===== config.mk =====
export PLATFORM = sky130hd
export DESIGN_NAME = hsv_to_rgb_converter
export DESIGN_NICKNAME = d
export VERILOG_FILES = /design/src/rtl/hsvrgb_pkg.sv /design/src/rtl/hsvrgb_ctrl.sv /design/src/rtl/hsvrgb_rainbow.sv /design/src/rtl/hsvrgb_raw.sv /design/src/rtl/hsvrgb_generic.sv /design/src/rtl/hsv_to_rgb_converter.sv
export SDC_FILE = /design/constraint.sdc
export NUM_CORES = 2
export LEC_CHECK = 0
export ABC_CLOCK_PERIOD_IN_PS = 16149
export BUFFER_PORTS_ARGS = -buffer_cell sky130_fd_sc_hd__buf_2
export CAP_MARGIN = 20
export CORE_UTILIZATION = 50
export DETAILED_ROUTE_END_ITERATION = 16
export PLACE_DENSITY = 0.72
export SYNTH_ARGS = -nofsm -noshare
export SYNTH_HDL_FRONTEND = slang
export SYNTH_SLANG_ARGS = --single-unit

===== constraint.sdc =====
create_clock -name clk -period 16.15 [get_ports clk]
set_input_delay 3.23 -clock clk [delete_from_list [all_inputs] [get_ports clk]]
set_output_delay 3.23 -clock clk [all_outputs]
set_load 0.005 [all_outputs]

===== src/rtl/hsvrgb_pkg.sv =====
// Shared types, constants and helpers for the HSV to RGB converter.
// Used by every module in rtl/; depends on nothing else.

package hsvrgb_pkg;

    // Register stages from input transfer to output register
    parameter int unsigned NUM_STAGES = 5;

    // Rainbow green trim factor (x/256)
    parameter logic [7:0] GREEN_SCALE = 8'd185;

    // Generic mode hue region boundaries (43 hue steps per region)
    parameter logic [7:0] REGION_SPAN = 8'd43;

    typedef enum logic [1:0] {
        MODE_RAINBOW = 2'd0,
        MODE_RAW     = 2'd1,
        MODE_GENERIC = 2'd2
    } alg_mode_t;

    typedef struct packed {
        logic [7:0] hue;
        logic [7:0] saturation;
        logic [7:0] value;
    } hsv_pixel_t;

    typedef struct packed {
        logic [7:0] red;
        logic [7:0] green;
        logic [7:0] blue;
    } rgb_pixel_t;

    // Per-stage load enables plus the mode that rides with the last datapath stage
    typedef struct packed {
        logic [NUM_STAGES-1:0] load;
        alg_mode_t             mode;
    } hsvrgb_ctl_t;

    // 8x8 product, upper byte
    function automatic logic [7:0] scale8(input logic [7:0] a, input logic [7:0] b);
        logic [15:0] prod;
        prod = {8'd0, a} * {8'd0, b};
        return prod[15:8];
    endfunction

endpackage


===== src/rtl/hsvrgb_ctrl.sv =====
// Pipeline control for the HSV to RGB converter: valid bits, ready chain, mode tags.
// Depends on hsvrgb_pkg.

module hsvrgb_ctrl
    import hsvrgb_pkg::*;
(
    input  logic        clk,
    input  logic        rst_n,
    input  logic        in_valid,
    output logic        in_ready,
    output logic        out_valid,
    input  logic        out_ready,
    input  alg_mode_t   cur_mode,
    output hsvrgb_ctl_t ctl
);

    logic [NUM_STAGES-1:0] valid_reg;
    logic [NUM_STAGES-1:0] valid_next;
    logic [NUM_STAGES-1:0] ready;
    alg_mode_t             mode_reg [NUM_STAGES-1];

    // A stage may load when it is empty or its contents move on
    always_comb
    begin
        ready[NUM_STAGES-1] = !valid_reg[NUM_STAGES-1] || out_ready;
        for (int k = NUM_STAGES - 2; k >= 0; k--)
        begin
            ready[k] = !valid_reg[k] || ready[k+1];
        end
    end

    // Valid bits follow the data
    always_comb
    begin
        valid_next[0] = ready[0] ? in_valid : valid_reg[0];
        for (int k = 1; k < NUM_STAGES; k++)
        begin
            valid_next[k] = ready[k] ? valid_reg[k-1] : valid_reg[k];
        end
    end

    always_ff @(posedge clk or negedge rst_n)
    begin
        if (!rst_n)
        begin
            valid_reg <= '0;
        end
        else
        begin
            valid_reg <= valid_next;
        end
    end

    // Mode tag travels with each pixel through the datapath stages
    always_ff @(posedge clk)
    begin
        if (ready[0])
        begin
            mode_reg[0] <= cur_mode;
        end
        for (int k = 1; k < NUM_STAGES - 1; k++)
        begin
            if (ready[k])
            begin
                mode_reg[k] <= mode_reg[k-1];
            end
        end
    end

    assign ctl.load  = ready;
    assign ctl.mode  = mode_reg[NUM_STAGES-2];
    assign in_ready  = ready[0];
    assign out_valid = valid_reg[NUM_STAGES-1];

endmodule


===== src/rtl/hsvrgb_rainbow.sv =====
// Rainbow conversion datapath: hue sections, green trim, saturation, squared value.
// Four register stages; depends on hsvrgb_pkg.

module hsvrgb_rainbow
    import hsvrgb_pkg::*;
(
    input  logic        clk,
    input  hsvrgb_ctl_t ctl,
    input  hsv_pixel_t  hsv,
    output rgb_pixel_t  rgb
);

    // Nonzero channel scaled, plus one; zero stays zero
    function automatic logic [7:0] scale_nz(input logic [7:0] c, input logic [7:0] f);
        return (c == 8'd0) ? 8'd0 : scale8(c, f) + 8'd1;
    endfunction

    // Stage 1: hue section mapping, value squared
    logic [7:0] off8, third, twoth;
    logic [7:0] r1_next, g1_next, b1_next;
    logic [7:0] r1_reg, g1_reg, b1_reg, sat1_reg, val1_reg, vsq1_reg, dinv1_reg;

    always_comb
    begin
        off8  = {hsv.hue[4:0], 3'b000};
        third = scale8(off8, 8'd85);
        twoth = scale8(off8, 8'd170);
        case (hsv.hue[7:5])
            3'd0:
            begin
                r1_next = 8'd255 - third; g1_next = third;            b1_next = 8'd0;
            end
            3'd1:
            begin
                r1_next = 8'd171;         g1_next = 8'd85 + third;    b1_next = 8'd0;
            end
            3'd2:
            begin
                r1_next = 8'd171 - twoth; g1_next = 8'd170 + third;   b1_next = 8'd0;
            end
            3'd3:
            begin
                r1_next = 8'd0;           g1_next = 8'd255 - third;   b1_next = third;
            end
            3'd4:
            begin
                r1_next = 8'd0;           g1_next = 8'd171 - twoth;   b1_next = 8'd85 + twoth;
            end
            3'd5:
            begin
                r1_next = third;          g1_next = 8'd0;             b1_next = 8'd255 - third;
            end
            3'd6:
            begin
                r1_next = 8'd85 + third;  g1_next = 8'd0;             b1_next = 8'd171 - third;
            end
            default:
            begin
                r1_next = 8'd170 + third; g1_next = 8'd0;             b1_next = 8'd85 - third;
            end
        endcase
    end

    always_ff @(posedge clk)
    begin
        if (ctl.load[0])
        begin
            r1_reg    <= r1_next;
            g1_reg    <= g1_next;
            b1_reg    <= b1_next;
            sat1_reg  <= hsv.saturation;
            val1_reg  <= hsv.value;
            vsq1_reg  <= scale8(hsv.value, hsv.value);
            dinv1_reg <= ~hsv.saturation;
        end
    end

    // Stage 2: green trim, squared desaturation floor
    logic [7:0] r2_reg, g2_reg, b2_reg, sat2_reg, val2_reg, vsq2_reg, dd2_reg;

    always_ff @(posedge clk)
    begin
        if (ctl.load[1])
        begin
            r2_reg   <= r1_reg;
            g2_reg   <= scale8(g1_reg, GREEN_SCALE);
            b2_reg   <= b1_reg;
            sat2_reg <= sat1_reg;
            val2_reg <= val1_reg;
            vsq2_reg <= vsq1_reg;
            dd2_reg  <= scale8(dinv1_reg, dinv1_reg);
        end
    end

    // Stage 3: saturation, floor added mod 256
    logic [7:0] r3_next, g3_next, b3_next;
    logic [7:0] r3_reg, g3_reg, b3_reg, val3_reg, vsq3_reg;

    always_comb
    begin
        if (sat2_reg == 8'd255)
        begin
            r3_next = r2_reg;
            g3_next = g2_reg;
            b3_next = b2_reg;
        end
        else if (sat2_reg == 8'd0)
        begin
            r3_next = 8'd255;
            g3_next = 8'd255;
            b3_next = 8'd255;
        end
        else
        begin
            r3_next = scale_nz(r2_reg, sat2_reg) + dd2_reg;
            g3_next = scale_nz(g2_reg, sat2_reg) + dd2_reg;
            b3_next = scale_nz(b2_reg, sat2_reg) + dd2_reg;
        end
    end

    always_ff @(posedge clk)
    begin
        if (ctl.load[2])
        begin
            r3_reg   <= r3_next;
            g3_reg   <= g3_next;
            b3_reg   <= b3_next;
            val3_reg <= val2_reg;
            vsq3_reg <= vsq2_reg;
        end
    end

    // Stage 4: squared value; black when it rounds to zero
    rgb_pixel_t rgb4_next, rgb4_reg;

    always_comb
    begin
        if (val3_reg == 8'd255)
        begin
            rgb4_next = '{red: r3_reg, green: g3_reg, blue: b3_reg};
        end
        else if (vsq3_reg == 8'd0)
        begin
            rgb4_next = '0;
        end
        else
        begin
            rgb4_next.red   = scale_nz(r3_reg, vsq3_reg);
            rgb4_next.green = scale_nz(g3_reg, vsq3_reg);
            rgb4_next.blue  = scale_nz(b3_reg, vsq3_reg);
        end
    end

    always_ff @(posedge clk)
    begin
        if (ctl.load[3])
        begin
            rgb4_reg <= rgb4_next;
        end
    end

    assign rgb = rgb4_reg;

endmodule


===== src/rtl/hsvrgb_raw.sv =====
// Raw conversion datapath: four 64-step hue ramps above a brightness floor.
// Four register stages; depends on hsvrgb_pkg.

module hsvrgb_raw
    import hsvrgb_pkg::*;
(
    input  logic        clk,
    input  hsvrgb_ctl_t ctl,
    input  hsv_pixel_t  hsv,
    output rgb_pixel_t  rgb
);

    // Stage 1: floor = val * (255 - sat) / 256
    logic [7:0] floor1_reg, val1_reg;
    logic [5:0] off1_reg;
    logic [1:0] sec1_reg;

    always_ff @(posedge clk)
    begin
        if (ctl.load[0])
        begin
            floor1_reg <= scale8(hsv.value, ~hsv.saturation);
            val1_reg   <= hsv.value;
            off1_reg   <= hsv.hue[5:0];
            sec1_reg   <= hsv.hue[7:6];
        end
    end

    // Stage 2: ramp amplitude (floor never exceeds value)
    logic [7:0] amp2_reg, floor2_reg;
    logic [5:0] off2_reg;
    logic [1:0] sec2_reg;

    always_ff @(posedge clk)
    begin
        if (ctl.load[1])
        begin
            amp2_reg   <= val1_reg - floor1_reg;
            floor2_reg <= floor1_reg;
            off2_reg   <= off1_reg;
            sec2_reg   <= sec1_reg;
        end
    end

    // Stage 3: rising and falling ramps, wrapped to 8 bits
    logic [13:0] up_prod, down_prod;
    logic [7:0]  up3_reg, down3_reg, floor3_reg;
    logic [1:0]  sec3_reg;

    always_comb
    begin
        up_prod   = 14'(off2_reg) * 14'(amp2_reg);
        down_prod = 14'(6'd63 - off2_reg) * 14'(amp2_reg);
    end

    always_ff @(posedge clk)
    begin
        if (ctl.load[2])
        begin
            up3_reg    <= up_prod[13:6] + floor2_reg;
            down3_reg  <= down_prod[13:6] + floor2_reg;
            floor3_reg <= floor2_reg;
            sec3_reg   <= sec2_reg;
        end
    end

    // Stage 4: channel routing by section; upper two sections share one mapping
    rgb_pixel_t rgb4_next, rgb4_reg;

    always_comb
    begin
        case (sec3_reg)
            2'd0:    rgb4_next = '{red: down3_reg,  green: up3_reg,    blue: floor3_reg};
            2'd1:    rgb4_next = '{red: floor3_reg, green: down3_reg,  blue: up3_reg};
            default: rgb4_next = '{red: up3_reg,    green: floor3_reg, blue: down3_reg};
        endcase
    end

    always_ff @(posedge clk)
    begin
        if (ctl.load[3])
        begin
            rgb4_reg <= rgb4_next;
        end
    end

    assign rgb = rgb4_reg;

endmodule


===== src/rtl/hsvrgb_generic.sv =====
// Generic six-region conversion datapath with p/q/t terms.
// Four register stages; depends on hsvrgb_pkg.

module hsvrgb_generic
    import hsvrgb_pkg::*;
(
    input  logic        clk,
    input  hsvrgb_ctl_t ctl,
    input  hsv_pixel_t  hsv,
    output rgb_pixel_t  rgb
);

    // Stage 1: region by compare chain, remainder times six, p term
    logic [2:0] region1_next;
    logic [7:0] base1, diff1;
    logic [7:0] rem1_next;

    always_comb
    begin
        if (hsv.hue < REGION_SPAN)
        begin
            region1_next = 3'd0; base1 = 8'd0;
        end
        else if (hsv.hue < 8'(2 * REGION_SPAN))
        begin
            region1_next = 3'd1; base1 = REGION_SPAN;
        end
        else if (hsv.hue < 8'(3 * REGION_SPAN))
        begin
            region1_next = 3'd2; base1 = 8'(2 * REGION_SPAN);
        end
        else if (hsv.hue < 8'(4 * REGION_SPAN))
        begin
            region1_next = 3'd3; base1 = 8'(3 * REGION_SPAN);
        end
        else if (hsv.hue < 8'(5 * REGION_SPAN))
        begin
            region1_next = 3'd4; base1 = 8'(4 * REGION_SPAN);
        end
        else
        begin
            region1_next = 3'd5; base1 = 8'(5 * REGION_SPAN);
        end
        diff1     = hsv.hue - base1;
        rem1_next = {diff1[5:0], 2'b00} + {1'b0, diff1[5:0], 1'b0};
    end

    logic [2:0] region1_reg;
    logic [7:0] rem1_reg, p1_reg, val1_reg, sat1_reg;

    always_ff @(posedge clk)
    begin
        if (ctl.load[0])
        begin
            region1_reg <= region1_next;
            rem1_reg    <= rem1_next;
            p1_reg      <= scale8(hsv.value, ~hsv.saturation);
            val1_reg    <= hsv.value;
            sat1_reg    <= hsv.saturation;
        end
    end

    // Stage 2: saturation times remainder and its complement
    logic [2:0] region2_reg;
    logic [7:0] a2_reg, b2_reg, p2_reg, val2_reg;
    logic       grey2_reg;

    always_ff @(posedge clk)
    begin
        if (ctl.load[1])
        begin
            region2_reg <= region1_reg;
            a2_reg      <= scale8(sat1_reg, rem1_reg);
            b2_reg      <= scale8(sat1_reg, ~rem1_reg);
            p2_reg      <= p1_reg;
            val2_reg    <= val1_reg;
            grey2_reg   <= (sat1_reg == 8'd0);
        end
    end

    // Stage 3: q and t terms
    logic [2:0] region3_reg;
    logic [7:0] q3_reg, t3_reg, p3_reg, val3_reg;
    logic       grey3_reg;

    always_ff @(posedge clk)
    begin
        if (ctl.load[2])
        begin
            region3_reg <= region2_reg;
            q3_reg      <= scale8(val2_reg, ~a2_reg);
            t3_reg      <= scale8(val2_reg, ~b2_reg);
            p3_reg      <= p2_reg;
            val3_reg    <= val2_reg;
            grey3_reg   <= grey2_reg;
        end
    end

    // Stage 4: region routing, grey when unsaturated
    rgb_pixel_t rgb4_next, rgb4_reg;

    always_comb
    begin
        if (grey3_reg)
        begin
            rgb4_next = '{red: val3_reg, green: val3_reg, blue: val3_reg};
        end
        else
        begin
            case (region3_reg)
                3'd0:    rgb4_next = '{red: val3_reg, green: t3_reg,   blue: p3_reg};
                3'd1:    rgb4_next = '{red: q3_reg,   green: val3_reg, blue: p3_reg};
                3'd2:    rgb4_next = '{red: p3_reg,   green: val3_reg, blue: t3_reg};
                3'd3:    rgb4_next = '{red: p3_reg,   green: q3_reg,   blue: val3_reg};
                3'd4:    rgb4_next = '{red: t3_reg,   green: p3_reg,   blue: val3_reg};
                default: rgb4_next = '{red: val3_reg, green: p3_reg,   blue: q3_reg};
            endcase
        end
    end

    always_ff @(posedge clk)
    begin
        if (ctl.load[3])
        begin
            rgb4_reg <= rgb4_next;
        end
    end

    assign rgb = rgb4_reg;

endmodule


===== src/rtl/hsv_to_rgb_converter.sv =====
// HSV to RGB converter: one 8-bit HSV pixel in, one 8-bit RGB pixel out per transfer.
// The converter takes a pixel every clock unless a stalled output has filled the pipe. Each
// result is registered in four arithmetic stages, one after another, and then in the
// output register; the output register and the per-stage ready chain let new pixels
// enter while a finished result waits. alg_mode selects rainbow (0), raw ramps (1) or
// generic six-region (2); the unused code 3 converts as generic. The mode is sampled when
// a pixel is accepted, so write it only while the pipe is empty. alg_mode resets to 2.
// Depends on hsvrgb_pkg, hsvrgb_ctrl, hsvrgb_rainbow, hsvrgb_raw, hsvrgb_generic.

module hsv_to_rgb_converter
    import hsvrgb_pkg::*;
(
    input  logic       clk,
    input  logic       rst_n,
    input  logic       hsv_valid,
    output logic       hsv_ready,
    input  hsv_pixel_t hsv,
    output logic       rgb_valid,
    input  logic       rgb_ready,
    output rgb_pixel_t rgb,
    input  logic       alg_mode_valid,
    output logic       alg_mode_ready,
    input  logic [1:0] alg_mode
);

    // Mode register
    alg_mode_t alg_mode_reg;

    assign alg_mode_ready = 1'b1;

    always_ff @(posedge clk or negedge rst_n)
    begin
        if (!rst_n)
        begin
            alg_mode_reg <= MODE_GENERIC;
        end
        else if (alg_mode_valid)
        begin
            alg_mode_reg <= alg_mode_t'(alg_mode);
        end
    end

    // Pipeline control
    hsvrgb_ctl_t ctl;

    hsvrgb_ctrl u_ctrl (
        .clk       (clk),
        .rst_n     (rst_n),
        .in_valid  (hsv_valid),
        .in_ready  (hsv_ready),
        .out_valid (rgb_valid),
        .out_ready (rgb_ready),
        .cur_mode  (alg_mode_reg),
        .ctl       (ctl)
    );

    // Datapaths
    rgb_pixel_t rgb_rainbow, rgb_raw, rgb_generic;

    hsvrgb_rainbow u_rainbow (
        .clk (clk),
        .ctl (ctl),
        .hsv (hsv),
        .rgb (rgb_rainbow)
    );

    hsvrgb_raw u_raw (
        .clk (clk),
        .ctl (ctl),
        .hsv (hsv),
        .rgb (rgb_raw)
    );

    hsvrgb_generic u_generic (
        .clk (clk),
        .ctl (ctl),
        .hsv (hsv),
        .rgb (rgb_generic)
    );

    // Output register, picks the datapath named by the pixel's mode tag
    rgb_pixel_t rgb_next, rgb_reg;

    always_comb
    begin
        case (ctl.mode)
            MODE_RAINBOW: rgb_next = rgb_rainbow;
            MODE_RAW:     rgb_next = rgb_raw;
            default:      rgb_next = rgb_generic;
        endcase
    end

    always_ff @(posedge clk)
    begin
        if (ctl.load[NUM_STAGES-1])
        begin
            rgb_reg <= rgb_next;
        end
    end

    assign rgb = rgb_reg;

    // An empty output stage means every stage can load, so input is open
    assert property (@(posedge clk) disable iff (!rst_n)
        !rgb_valid |-> hsv_ready)
        else $error("input blocked with empty output stage");

    // With the sink always ready, a pixel reaches the output after the full pipe depth
    assert property (@(posedge clk) disable iff (!rst_n)
        (hsv_valid && hsv_ready && rgb_ready) ##1 rgb_ready ##1 rgb_ready ##1 rgb_ready
            ##1 rgb_ready |=> rgb_valid)
        else $error("accepted pixel did not reach output in time");

    // Input stays open while the sink drains
    assert property (@(posedge clk) disable iff (!rst_n)
        rgb_ready |-> hsv_ready)
        else $error("input blocked while output drains");

endmodule


; ---- Word level (Yosys, flattened, before mapping)
; Memory sizes are Yosys's and may differ from the RTL's.
; Cells that the tools add are included.
[word_totals]
ff_bits = 372
mem_bits_rw = 8
inputBits = 31
output_inout_bits = 27
mem_count = 1
[memory_table]
columns = memory, words, word_bits, read_ports, rd_ports_with_merged_regs, wr, line_no
row1 = u_ctrl.mode_reg, 4, 2, 4, 0, 4, hsvrgb_ctrl.sv:20  ; alg_mode_t mode_reg [NUM_STAGES-1];
[op_classes]
addsub = 22
multipliers = 18
n_lt_le_gt_ge = 5
eq_ne = 14
mux = 38
bitwise = 4
n_reduce_logical = 27
[ops]
columns = operator, count
row1 = 8-bit by 8-bit multiplier with 16-bit output, 13
row2 = 24-bit case mux with 5 select lines, 1
row3 = 8-bit two-way mux, 12
row4 = 24-bit case mux with 2 select lines, 2
row5 = 8-bit case mux with 5 select lines, 2
row6 = 8-bit logical NOT, 9
row7 = 24-bit two-way mux, 3
row8 = 8-bit by 1-bit adder with 8-bit output (second input constant), 6
row9 = 8-bit case mux with 6 select lines, 1
row10 = 8-bit adder, 5
row11 = 8-bit inverter, 4
row12 = 6-bit two-way mux, 5
row13 = 8-bit < comparator (second input constant), 3
row14 = 5-bit by 7-bit multiplier with 12-bit output (second input constant), 2
row15 = 8-bit == test (second input constant), 2
row16 = 8-bit by 8-bit multiplier with 16-bit output (second input constant), 1
row17 = 8-bit by 7-bit subtractor with 8-bit output (first input constant), 2
row18 = 14-bit by 8-bit multiplier with 14-bit output, 1
row19 = 6-bit by 8-bit multiplier with 14-bit output, 1
row20 = 3-bit by 2-bit == test with 1-bit output (second input constant), 4
row21 = 3-bit == test (second input constant), 4
row22 = 1-bit two-way mux, 10
row23 = 7-bit by 7-bit adder with 8-bit output (first input constant), 1
row24 = 7-bit by 8-bit adder with 8-bit output (first input constant), 1
row25 = 19 further kinds, 33

; ---- Depth between registers and ports, before layout
[logic_depth]
depth_word = 8
mapped_depth = 28

; ---- Modules after synthesis
; Synthesis repeated with hierarchy kept, for this count alone.
[hier_totals]
cells_unflattened = 5060
hier_area_um2 = 50749.9
[modules_own_cells]
columns = mod, instances, cells_per_inst, area_each_um2
row1 = hsvrgb_rainbow, 1, 2648, 25196.7
row2 = hsvrgb_generic, 1, 1453, 14787.9
row3 = hsvrgb_raw, 1, 823, 8977.4
row4 = hsv_to_rgb_converter, 1, 110, 1332.5
row5 = hsvrgb_ctrl, 1, 26, 455.4

; ---- Worst setup path before layout
; No wires, ideal clock.
[synth_timing]
path_kind = input to output
start = in rgb_ready
end = out hsv_ready
arrival_ns = 8.326
required_time_ns = 12.920
path_slack_ns = 4.594
cell_stages = 4
n_path_buf = 0
cell_sequence = nor2b_1 > nand4_1 > inv_1 > nand2_1
[synth_lines]
columns = element, line_no
row1 = "start, declared", hsv_to_rgb_converter.sv:19  ; input logic rgb_ready,
row2 = "end, declared", hsv_to_rgb_converter.sv:16  ; output logic hsv_ready,

==> results.py <==
metrics = {
    "status": {
        "status": "finished, final reports clean",
    },
    "timing": {
        "finalMaxSlewViolations": 0,
        "hold_viol": 0,
        "max_freq_mhz": 121,
        "setup_viol": 0,
        "rsz0062_at_grt": "no",
        "setup_tns_ns": 0,
        "fin_worst_skew_ns": 0.0363,
        "fin_crit_sh_pct": 51.2,
        "final.min_clock_period_ns": 8.27,
        "worstMarginPinSlew_ns": 1.06,
        "relSlewSlack_pct": 29.6,
    },
    "logic_synthesis": {
        "synthXorXnorAreaFrac_pct": 4.44,
        "synth_area_per_cell_um2": 9.80,
        "ys_seq_area_share_pct": 24.5,
        "ys_top_cells_by_area": "edfxtp_1 24%, fa_1 22%, ha_1 16%",
        "synth-seq-cells": 379,
        "synthAdderAreaFrac_pct": 37.5,
        "yosysWarnings": 0,
        "synth_top_family_by_area": "adder cells",
        "synth_top_area_cell": "edfxtp_1",
        "yosys-top-cells-count": "739 x inv_1, 590 x ha_1, 499 x fa_1, 383 x nand2_1, 372 x edfxtp_1",
        "async_flop_share_pct": 1.85,
        "ys_types": 86,
        "synthDominantCellAreaShare_pct": 24.1,
        "synth_edf_count": 372,
        "synth-compound-area-share_pct": 9.16,
        "synth-simple-area-share_pct": 15.7,
        "ys.flop_type": "edfxtp_1",
        "synthCells": 4730,
        "syn_area_um2": 46400,
        "synthMuxAreaShare_pct": 1.35,
        "syn_nets": 5850,
        "synth.most_common_cell": "inv_1",
    },
    "placement": {
        "dpl.hpwl_mm": 78.5,
        "place_area_um2": 47800,
        "io_buffers": 56,
        "dp.cells": 5883,
        "place_congestion": 0.879,
    },
    "route": {
        "vias": 32600,
        "drc": 0,
        "firstDrtPassIters": 7,
        "vias_per_cell": 5.47,
        "totalWireLength_mm": 102,
        "drt-wirelength-per-cell_um": 17.1,
        "postRouteAntennaNets": 0,
        "drt_iter0_markers": 2194,
    },
    "final_layout": {
        "drive_above_1_share_pct": 4.13,
        "diodes": 0,
        "fin_nets": 5805,
        "syn2layout_area_growth_pct": 6.18,
        "final_area_um2": 49200,
        "final_cells": 5963,
    },
    "job": {
        "max-cap-violations": 0,
    },
    "clock_tree": {
        "clk_pin_slew_ns": 0.06,
        "cts_tree": "built",
        "numCtsBuffers": 43,
        "clockBufferDepth": 3,
        "clk_latency_ns": 0.60,
        "cts_num_sinks": 379,
        "ctsHoldBuffers": 0,
        "cts_resized": 0,
        "cts_root_buf": "clkbuf_16",
        "post_cts_buffers": 0,
        "cts_htree_levels": 2,
    },
    "setup_path": {
        "r2r_end": "u_rainbow.g3_reg[7]",
        "crit_family": "simple AND/OR/NAND/NOR gates",
        "worst-setup-path-type": "input pin to output pin",
        "cp_cell_sequence": "buf_2, nor2b_1, nand4_1, buf_4, inv_1, nand2_4, buf_2",
        "cp_data_required_time_ns": 12.92,
        "worstPathArrival_ns": 5.04,
        "slowest_stage": "nor2b_1",
        "reg2regPathDepth": 23,
        "critical_path.max_stage_delay_ns": 0.50,
        "end_kind": "output pin",
        "crit_top_cell": "buf_2",
        "cp_max_fo": 30,
        "r2r_start": "u_rainbow.g2_reg[1]",
        "r2r_slack_ns": 9.07,
        "critical_path_buf_inv_count": 4,
        "start_kind": "input pin",
    },
    "global_routing": {
        "grt_pass1_vias": 32900,
        "grt_pass1_wl_mm": 168,
        "grt_overflow": 0,
        "grt_antenna_before_repair": 2,
        "groute.usage.overall_pct": 22.1,
        "grt_max_degree": 77,
    },
    "die": {
        "die_h_um": 307,
        "io-pin-count": 58,
        "dieWidth_um": 307,
        "die_area_um2": 94000,
        "initial_core_util_pct": 50.5,
        "num_rows": 111,
        "core-area_um2": 91800,
    },
    "hold_path": {
        "hold_depth": 0,
        "hold_path_class": "flip-flop to flip-flop",
        "hold_start": "u_ctrl.mode_reg[2][0]",
        "holdPathEnd": "u_ctrl.mode_reg[3][0]",
    },
}
## final cells by class
type | count | area [um2]
fillers | 7999 | 42600
multi-input cells | 3439 | 31600
flip-flops and latches | 379 | 11300
inverters | 739 | 2770
well taps | 1243 | 1560
clock buffers | 54 | 1160
repair buffers | 83 | 503
clock inverters | 26 | 282
## cells by family (layout without fill, tap and decap cells)
group / after synthesis / after routing
mux: 61 / 61
fa+ha+maj: 1090 / 1090
xor+xnor: 235 / 235
buf+inv: 912 / 902
compound gates: 652 / 652
flops: 379 / 379
simple gates: 1400 / 1400
other cells: 1 / 1
## placed cells by master, fill, tap and decap left out, types with 51 or more instances in the layout
cell	n
nor2_1	210
nand2_1	381
a21oi_1	165
nand2b_1	124
mux2i_1	56
and2_1	321
xor2_1	86
xnor2_1	149
nor3_1	51
edfxtp_1	372
inv_1	739
buf_2	56
fa_1	499
nor2b_1	163
ha_1	590
o21ai_0	163
## metrics by stage
step                      utilization (%)  setup WS, ns  hold WS (ns)
after floorplan                         -          4.59         0.400
after global placement               52.0          7.93         0.401
after detailed placement             52.1          7.92         0.406
after CTS                            53.6          7.90         0.413
after global routing                 53.6          7.77         0.412
final                                53.6          7.88         0.412
## worst max-delay path by stage
stage	depth (start not counted)	end	from	slack, ns
finish	7	hsv_ready	rgb_ready	7.88
global route	7	hsv_ready	rgb_ready	7.77
CTS	7	hsv_ready	rgb_ready	7.90
detailed placement	7	hsv_ready	rgb_ready	7.92
global placement	7	hsv_ready	rgb_ready	7.93
floorplan	4	hsv_ready	rgb_ready	4.59
## routing by layer
layer / up-vias / share of wire [%] / global-route usage [%] / routed length, um
li1: 15500 / - / - / -
met1: 16000 / 45 / 29.7 / 45400
met2: 861 / 47 / 37.3 / 48000
met3: 161 / 5.9 / 3.20 / 6000
met4: 2 / 2.4 / 5.78 / 2420
met5: - / 0.0098 / 0 / 10
Power is left out: the tool's default activity adds up to more than one toggle a clock period on the data nets, which glitch-free logic cannot reach.
